===== config.mk =====
export PLATFORM = sky130hd
export DESIGN_NAME = integer_to_radix_text_top
export DESIGN_NICKNAME = d
export VERILOG_FILES = /design/src/rtl/irt_pkg.sv /design/src/rtl/integer_to_radix_text_top.sv /design/src/rtl/irt_ctrl.sv /design/src/rtl/irt_dpath.sv
export SDC_FILE = /design/constraint.sdc
export NUM_CORES = 1
export LEC_CHECK = 0
export BUFFER_PORTS_ARGS = -buffer_cell sky130_fd_sc_hd__buf_2
export CORE_MARGIN = 1.5
export CORE_UTILIZATION = 50
export DETAILED_ROUTE_END_ITERATION = 16
export HOLD_SLACK_MARGIN = 0.02
export PLACE_DENSITY_LB_ADDON = 0.2
export SYNTH_ARGS = -nofsm -noshare
export SYNTH_HDL_FRONTEND = slang
export SYNTH_SLANG_ARGS = --single-unit

===== constraint.sdc =====
create_clock -name clk -period 23.8 [get_ports clk]
set_clock_uncertainty 0.15 [all_clocks]
set_input_delay 3.57 -clock clk [delete_from_list [all_inputs] [get_ports clk]]
set_output_delay 3.57 -clock clk [all_outputs]
set_load 0.05 [all_outputs]

===== src/rtl/irt_pkg.sv =====
// Package for the integer-to-radix-text converter: widths, register indexes,
// controller/datapath command and status structs, symbol table check.
// No dependencies.
package irt_pkg;

    localparam int VALUE_W      = 32;
    localparam int CHAR_W       = 8;
    localparam int BASE_W       = 5;
    localparam int SYM_W        = 64;
    localparam int DIGIT_W      = 4;
    localparam int DIGIT_SLOTS  = 32;
    localparam int COUNT_W      = 6;
    localparam int SYMBOL_SLOTS = 16;
    localparam int MAX_RADIX    = 16;
    localparam int RADIX_LIMIT  = (MAX_RADIX < SYMBOL_SLOTS) ? MAX_RADIX : SYMBOL_SLOTS;
    // quotient bits resolved per divider step
    localparam int STEP_BITS    = 8;

    localparam logic [CHAR_W-1:0] PLUS_CHAR  = 8'h2B;
    localparam logic [CHAR_W-1:0] MINUS_CHAR = 8'h2D;

    localparam logic [1:0] REG_BASE_SIZE    = 2'd0;
    localparam logic [1:0] REG_SYMBOLS_LOW  = 2'd1;
    localparam logic [1:0] REG_SYMBOLS_HIGH = 2'd2;

    localparam logic [BASE_W-1:0] BASE_SIZE_RESET    = 5'd10;
    localparam logic [SYM_W-1:0]  SYMBOLS_LOW_RESET  = 64'h3736_3534_3332_3130;
    localparam logic [SYM_W-1:0]  SYMBOLS_HIGH_RESET = 64'h0000_0000_0000_3938;

    typedef struct packed {
        logic load;        // take a new value
        logic div_step;    // resolve STEP_BITS quotient bits
        logic div_last;    // final step of a digit: push the remainder
        logic emit_minus;  // load the sign character
        logic emit_digit;  // load the top digit and pop it
    } irt_cmd_t;

    typedef struct packed {
        logic neg;         // value was negative
        logic quo_zero;    // quotient after this step is zero
        logic one_left;    // exactly one digit left on the stack
    } irt_stat_t;

    function automatic logic table_ok(input logic [BASE_W-1:0] base,
                                      input logic [2*SYM_W-1:0] syms);
        logic ok;
        logic [CHAR_W-1:0] ci;
        ok = (int'(base) >= 2) && (int'(base) <= RADIX_LIMIT);
        for (int i = 0; i < SYMBOL_SLOTS; i++) begin
            ci = syms[i*CHAR_W +: CHAR_W];
            if (i < int'(base)) begin
                if (ci == PLUS_CHAR || ci == MINUS_CHAR)
                    ok = 1'b0;
                for (int j = i + 1; j < SYMBOL_SLOTS; j++) begin
                    if (j < int'(base) && syms[j*CHAR_W +: CHAR_W] == ci)
                        ok = 1'b0;
                end
            end
        end
        return ok;
    endfunction

endpackage


===== src/rtl/integer_to_radix_text_top.sv =====
// Top level of the integer-to-radix-text converter: configuration registers,
// table check, output register; instantiates irt_ctrl and irt_dpath. Uses irt_pkg.
//
// Converts one signed 32-bit word into its text in radix base_size, one
// character per output word, most significant digit first, tlast on the final
// character. A negative value gives a leading '-' and then the digits of its
// magnitude (the most negative value works). Zero gives the digit-0 symbol.
// If the symbol table is invalid (radix below 2 or above 16, a '+' or '-'
// among the symbols in use, or two equal symbols) the word is taken and
// nothing is emitted. One word at a time: a word occupies the block until its
// last character is loaded into the output register. The digits come from
// the divider, which resolves 8 quotient bits per cycle for each digit in
// turn; characters then leave one per cycle from the digit stack while the
// output is not stalled. Write configuration only while no word is in
// flight.
module integer_to_radix_text_top
(
    input  logic                              clk,
    input  logic                              rst_n,
    // tdata: value[31:0]
    input  logic signed [irt_pkg::VALUE_W-1:0] s_axis_tdata,
    input  logic                              s_axis_tvalid,
    output logic                              s_axis_tready,
    // tdata: text_char[7:0]
    output logic [irt_pkg::CHAR_W-1:0]        m_axis_tdata,
    output logic                              m_axis_tlast,
    output logic                              m_axis_tvalid,
    input  logic                              m_axis_tready,
    input  logic                              cfg_we,
    input  logic [1:0]                        cfg_index,
    input  logic [irt_pkg::SYM_W-1:0]         cfg_wdata
);
    import irt_pkg::*;

    logic [BASE_W-1:0] base_size_reg;
    logic [SYM_W-1:0]  symbols_low_reg;
    logic [SYM_W-1:0]  symbols_high_reg;
    logic              table_valid_reg;

    logic [CHAR_W-1:0] out_char_reg, out_char_next;
    logic              out_last_reg, out_last_next;
    logic              out_valid_reg;
    logic              out_free;

    irt_cmd_t          cmd;
    irt_stat_t         stat;
    logic [DIGIT_W-1:0] top_digit;
    logic [2*SYM_W-1:0] symbols;

    assign symbols = {symbols_high_reg, symbols_low_reg};

    // Configuration registers; writes to an unused index drop silently.
    always_ff @(posedge clk or negedge rst_n)
    begin
        if (!rst_n)
        begin
            base_size_reg    <= BASE_SIZE_RESET;
            symbols_low_reg  <= SYMBOLS_LOW_RESET;
            symbols_high_reg <= SYMBOLS_HIGH_RESET;
        end
        else if (cfg_we)
        begin
            case (cfg_index)
                REG_BASE_SIZE:    base_size_reg    <= cfg_wdata[BASE_W-1:0];
                REG_SYMBOLS_LOW:  symbols_low_reg  <= cfg_wdata;
                REG_SYMBOLS_HIGH: symbols_high_reg <= cfg_wdata;
                default:          ;
            endcase
        end
    end

    // Table check is registered; the controller looks at it in the cycle after
    // accepting a word, so it reflects the configuration as it stood at acceptance.
    always_ff @(posedge clk or negedge rst_n)
    begin
        if (!rst_n)
            table_valid_reg <= 1'b1;
        else
            table_valid_reg <= table_ok(base_size_reg, symbols);
    end

    irt_ctrl u_ctrl
    (
        .clk         (clk),
        .rst_n       (rst_n),
        .in_valid    (s_axis_tvalid),
        .in_ready    (s_axis_tready),
        .table_valid (table_valid_reg),
        .out_free    (out_free),
        .stat        (stat),
        .cmd         (cmd)
    );

    irt_dpath u_dpath
    (
        .clk       (clk),
        .rst_n     (rst_n),
        .cmd       (cmd),
        .value     (s_axis_tdata),
        .base      (base_size_reg),
        .stat      (stat),
        .top_digit (top_digit)
    );

    // Output register: free when empty or being taken this cycle.
    assign out_free = !out_valid_reg || m_axis_tready;

    always_comb
    begin
        out_char_next = out_char_reg;
        out_last_next = out_last_reg;
        if (cmd.emit_minus)
        begin
            out_char_next = MINUS_CHAR;
            out_last_next = 1'b0;
        end
        else if (cmd.emit_digit)
        begin
            // look the digit up in the symbol table
            out_char_next = symbols[{top_digit, 3'b000} +: CHAR_W];
            out_last_next = stat.one_left;
        end
    end

    always_ff @(posedge clk or negedge rst_n)
    begin
        if (!rst_n)
            out_valid_reg <= 1'b0;
        else if (cmd.emit_minus || cmd.emit_digit)
            out_valid_reg <= 1'b1;
        else if (m_axis_tready)
            out_valid_reg <= 1'b0;
    end

    always_ff @(posedge clk)
    begin
        out_char_reg <= out_char_next;
        out_last_reg <= out_last_next;
    end

    assign m_axis_tdata  = out_char_reg;
    assign m_axis_tlast  = out_last_reg;
    assign m_axis_tvalid = out_valid_reg;

endmodule


===== src/rtl/irt_ctrl.sv =====
// Controller of the integer-to-radix-text converter: sequences accept,
// table check, sign, digit divisions and character emission. Uses irt_pkg.
module irt_ctrl
(
    input  logic              clk,
    input  logic              rst_n,
    input  logic              in_valid,
    output logic              in_ready,
    input  logic              table_valid,
    input  logic              out_free,
    input  irt_pkg::irt_stat_t stat,
    output irt_pkg::irt_cmd_t  cmd
);
    import irt_pkg::*;

    localparam logic [2:0] S_IDLE  = 3'd0;
    localparam logic [2:0] S_CHECK = 3'd1;
    localparam logic [2:0] S_SIGN  = 3'd2;
    localparam logic [2:0] S_DIV   = 3'd3;
    localparam logic [2:0] S_EMIT  = 3'd4;

    localparam int STEPS = VALUE_W / STEP_BITS;
    localparam int STEP_CNT_W = (STEPS > 1) ? $clog2(STEPS) : 1;
    localparam logic [STEP_CNT_W-1:0] LAST_STEP = STEP_CNT_W'(STEPS - 1);

    logic [2:0]            state_reg, state_next;
    logic [STEP_CNT_W-1:0] step_reg, step_next;

    always_ff @(posedge clk or negedge rst_n)
    begin
        if (!rst_n)
        begin
            state_reg <= S_IDLE;
            step_reg  <= '0;
        end
        else
        begin
            state_reg <= state_next;
            step_reg  <= step_next;
        end
    end

    always_comb
    begin
        state_next = state_reg;
        step_next  = step_reg;
        in_ready   = 1'b0;
        cmd        = '0;
        case (state_reg)
            S_IDLE:
            begin
                in_ready = 1'b1;
                if (in_valid)
                begin
                    cmd.load   = 1'b1;
                    state_next = S_CHECK;
                end
            end
            S_CHECK:
            begin
                step_next = '0;
                if (!table_valid)
                    state_next = S_IDLE;
                else if (stat.neg)
                    state_next = S_SIGN;
                else
                    state_next = S_DIV;
            end
            S_SIGN:
            begin
                if (out_free)
                begin
                    cmd.emit_minus = 1'b1;
                    state_next     = S_DIV;
                end
            end
            S_DIV:
            begin
                cmd.div_step = 1'b1;
                if (step_reg == LAST_STEP)
                begin
                    cmd.div_last = 1'b1;
                    step_next    = '0;
                    if (stat.quo_zero)
                        state_next = S_EMIT;
                end
                else
                begin
                    step_next = step_reg + 1'b1;
                end
            end
            S_EMIT:
            begin
                if (out_free)
                begin
                    cmd.emit_digit = 1'b1;
                    if (stat.one_left)
                        state_next = S_IDLE;
                end
            end
            default:
            begin
                state_next = S_IDLE;
            end
        endcase
    end

endmodule


===== src/rtl/irt_dpath.sv =====
// Datapath of the integer-to-radix-text converter: magnitude register,
// multi-bit restoring divider by the radix, digit stack. Uses irt_pkg.
module irt_dpath
(
    input  logic                          clk,
    input  logic                          rst_n,
    input  irt_pkg::irt_cmd_t             cmd,
    input  logic [irt_pkg::VALUE_W-1:0]   value,
    input  logic [irt_pkg::BASE_W-1:0]    base,
    output irt_pkg::irt_stat_t            stat,
    output logic [irt_pkg::DIGIT_W-1:0]   top_digit
);
    import irt_pkg::*;

    logic [VALUE_W-1:0] div_reg, div_next;
    logic [DIGIT_W-1:0] rem_reg, rem_next;
    logic               neg_reg;
    logic [COUNT_W-1:0] count_reg;
    logic [COUNT_W-1:0] count_dec;
    logic [DIGIT_W-1:0] stack_reg [DIGIT_SLOTS];

    // Restoring division: shift dividend bits into the partial remainder,
    // shift quotient bits in behind them.
    always_comb
    begin
        logic [BASE_W-1:0]  r;
        logic [VALUE_W-1:0] w;
        r = {1'b0, rem_reg};
        w = div_reg;
        for (int k = 0; k < STEP_BITS; k++)
        begin
            r = {r[BASE_W-2:0], w[VALUE_W-1]};
            w = {w[VALUE_W-2:0], 1'b0};
            if (r >= base)
            begin
                r    = r - base;
                w[0] = 1'b1;
            end
        end
        div_next = w;
        rem_next = r[DIGIT_W-1:0];
    end

    assign count_dec = count_reg - 1'b1;

    always_ff @(posedge clk or negedge rst_n)
    begin
        if (!rst_n)
        begin
            count_reg <= '0;
        end
        else if (cmd.load)
        begin
            count_reg <= '0;
        end
        else if (cmd.div_last)
        begin
            count_reg <= count_reg + 1'b1;
        end
        else if (cmd.emit_digit)
        begin
            count_reg <= count_dec;
        end
    end

    always_ff @(posedge clk)
    begin
        if (cmd.load)
        begin
            neg_reg <= value[VALUE_W-1];
            div_reg <= value[VALUE_W-1] ? (~value + 1'b1) : value;
            rem_reg <= '0;
        end
        else if (cmd.div_step)
        begin
            div_reg <= div_next;
            // a new digit starts from an empty remainder
            rem_reg <= cmd.div_last ? '0 : rem_next;
        end
        if (cmd.div_last)
            stack_reg[count_reg[COUNT_W-2:0]] <= rem_next;
    end

    assign stat.neg      = neg_reg;
    assign stat.quo_zero = (div_next == '0);
    assign stat.one_left = (count_reg == COUNT_W'(1));
    assign top_digit     = stack_reg[count_dec[COUNT_W-2:0]];

endmodule

==> results.cfg <==
[status]
outcome = completed

[clocking]
cts_buffers = 38
cts_buffer_depth = 3
htreeDepth = 2
root_buffer = clkbuf_16
clk_pin_slew_ns = 0.07
post_cts_buffers = 0
ctsHoldBuffers = 0
cts_tree = yes
clock_sinks = 320
cts-resized-gates = 0
clk_latency_ns = 0.60

[worst_setup_path]
endpoint_kind = register
crit_arrival_ns = 15.47
max_stage_delay_ns = 0.86
crit_type = register to register
cp.required_ns = 24.14
crit_top_cell = a21o_1
critPathBufInv = 6
cp_top_family = compound AO/OA/AOI/OAI gates
slowest_stage = dfstp_2
r2r_slack_ns = 8.67
timing.rr.start = base_size_reg[1]
cp_max_fo = 33
startpoint_type = register
startpoint = base_size_reg[1]

[hold_path]
min-delay-start = m_axis_tdata[1]
hold_path.class = register to register

[timing]
worst_pin_slew_ns = 1.27
hold_violations = 0
setup_ws_ns = 8.67
fmax_mhz = 66.1
slew_headroom_pct = 15.6
drv_slew = 0
min_period_ns = 15.13
fin_setup_tns_ns = 0
rsz0062_at_grt = false
whs_ns = 0.325
finalCritPeriodShare_pct = 63.6
setup_viol = 0

[route]
first_pass_iters = 6
initialDrtViolationCount = 2836
avgRoutedWirePerCell_um = 28.5
vias = 23900
postRouteAntennaNets = 0
totalWireLength_um = 105000
drc = 0
vias_per_cell = 6.50

[grt]
grt_pass1_wl_um = 157000
grt_max_degree = 89
antenna_found_initial = 5
globalRouteTotalUtil_pct = 35.3
grt_overflow = 0
grt_pass1_vias = 24100

[floorplan]
die_w_um = 242
row_count = 87
start_util_pct = 50.6
ioPinCount = 114
dieArea_um2 = 58600
dieHeight_um = 242
core-area_um2 = 56500

[synthesis]
syn_area_um2 = 28600
syn_area_per_cell_um2 = 9.68
synthArstFlopShare_pct = 45.6
syn_inst = 2955
synth.distinct_cells = 76
seq_area_frac_synth_pct = 30.8
synth_nets = 3113
synth_seq_cells = 320
synth_warnings = 0
ys.flop_type = edfxtp_1
synth_enable_flop_cells = 161

[final_layout]
largest_reg_flops = 128
layout-drive-gt1-share_pct = 17.8
nets = 3052
fillers = 4956
layout-area-overhead-vs-synth_pct = 8.25

[run]
maxCapViolations = 0

[placement]
place_congestion = 1.04
port_buffers = 113
dp_hpwl_um = 66600
pre_cts_slack_ns = 8.63
[worst reg2reg max path, delay by kind of cell (launching register included)]
family	cells	cell delay (ns)
buf+inv	6	0.96
simple gates	10	2.14
flops	1	0.86
mux	1	0.43
fa+ha+maj	8	2.50
compound gates	36	8.00
[cell families (layout without fill, tap and decap cells)]
family / Yosys count / in the layout / synth area share, %
fa+ha+maj: 55 / 55 / 2.62
xor+xnor: 1024 / 1024 / 31.4
mux: 267 / 267 / 11.4
flops: 320 / 320 / 30.8
simple gates: 648 / 648 / 12.4
compound gates: 266 / 266 / 6.16
buf+inv: 375 / 341 / 5.14
other cells: 0 / 3 / 0
[final cells by class]
cell class | instances | area [µm²] | area share, %
multi-input combinational | 2260 | 18400 | 59.4
sequential | 320 | 8800 | 28.4
timing repair buffer | 225 | 1410 | 4.56
clock buffer | 51 | 1050 | 3.39
tap | 756 | 946 | 3.06
inverter | 49 | 184 | 0.594
clock inverter | 16 | 178 | 0.574
antenna | 3 | 7.51 | 0.0242
[per-stage QoR]
step | utilization, % | area (µm²) | std cells
finish | 54.8 | 31000 | 3680
global route | 54.8 | 31000 | 3677
CTS | 54.8 | 31000 | 3677
global placement | 52.6 | 29700 | 3610
detailed placement | 52.6 | 29700 | 3610
floorplan | - | 28600 | 2955
[path summary, 6_finish.rpt]
kind | cells past startpoint | end
min | 2 | m_axis_tdata[1]
min in group asynchronous | 1 | symbols_high_reg[25]
max in group asynchronous | 2 | base_size_reg[4]
max reg2reg | 61 | u_dpath.rem_reg[3]
min reg2reg | 2 | m_axis_tdata[1]
max | 61 | u_dpath.rem_reg[3]
[per-layer routing]
| layer | wire, µm | up-vias | GRT usage [%] |
|---|---|---|---|
| li1 | - | 10200 | - |
| met1 | 39900 | 11800 | 44.0 |
| met2 | 47000 | 1497 | 55.5 |
| met3 | 10900 | 463 | 8.67 |
| met4 | 6890 | 8 | 20.7 |
| met5 | 49 | - | 0 |
[cells in the mapped netlist (all sizes together), types with 16 or more instances]
cell type / instances / share of area (%)
ha: 47 / 2.1
clkbuf: 183 / 2.4
mux4: 33 / 2.6
nor2: 88 / 1.2
nor4: 84 / 1.8
nor3: 79 / 1.4
dfstp: 38 / 3.5
nand2: 92 / 1.2
a31oi: 37 / 0.81
a22oi: 25 / 0.66
xnor2: 739 / 23
a21o: 16 / 0.42
edfxtp: 161 / 17
nand3: 29 / 0.51
xor2: 285 / 8.8
mux2: 138 / 5.4
dfrtp: 108 / 9.4
a21oi: 46 / 0.80
mux2i: 96 / 3.4
buf: 143 / 2.1
o21ai: 63 / 1.1
inv: 48 / 0.63
nand4: 185 / 4.0
[cells in the final DEF (no fill, tap or decap), types with 25 or more instances in the layout]
| cell | netlist | layout |
|---|---|---|
| a21oi_1 | 46 | 42 |
| a22oi_1 | 25 | 25 |
| a31oi_1 | 37 | 37 |
| buf_2 | 16 | 112 |
| buf_4 | 9 | 112 |
| clkbuf_16 | 0 | 38 |
| dfrtp_1 | 108 | 108 |
| dfstp_2 | 38 | 38 |
| edfxtp_1 | 161 | 161 |
| ha_1 | 47 | 47 |
| inv_1 | 46 | 46 |
| mux2_2 | 138 | 138 |
| mux2i_1 | 94 | 91 |
| mux4_2 | 33 | 33 |
| nand2_1 | 92 | 91 |
| nand3_1 | 29 | 29 |
| nand4_1 | 185 | 185 |
| nor2_1 | 88 | 88 |
| nor3_1 | 79 | 79 |
| nor4_1 | 84 | 84 |
| o21ai_0 | 60 | 60 |
| xnor2_1 | 738 | 738 |
| xor2_1 | 283 | 283 |
Power is left out: the tool's default activity adds up to more than one toggle a clock period on the data nets, which glitch-free logic cannot reach.
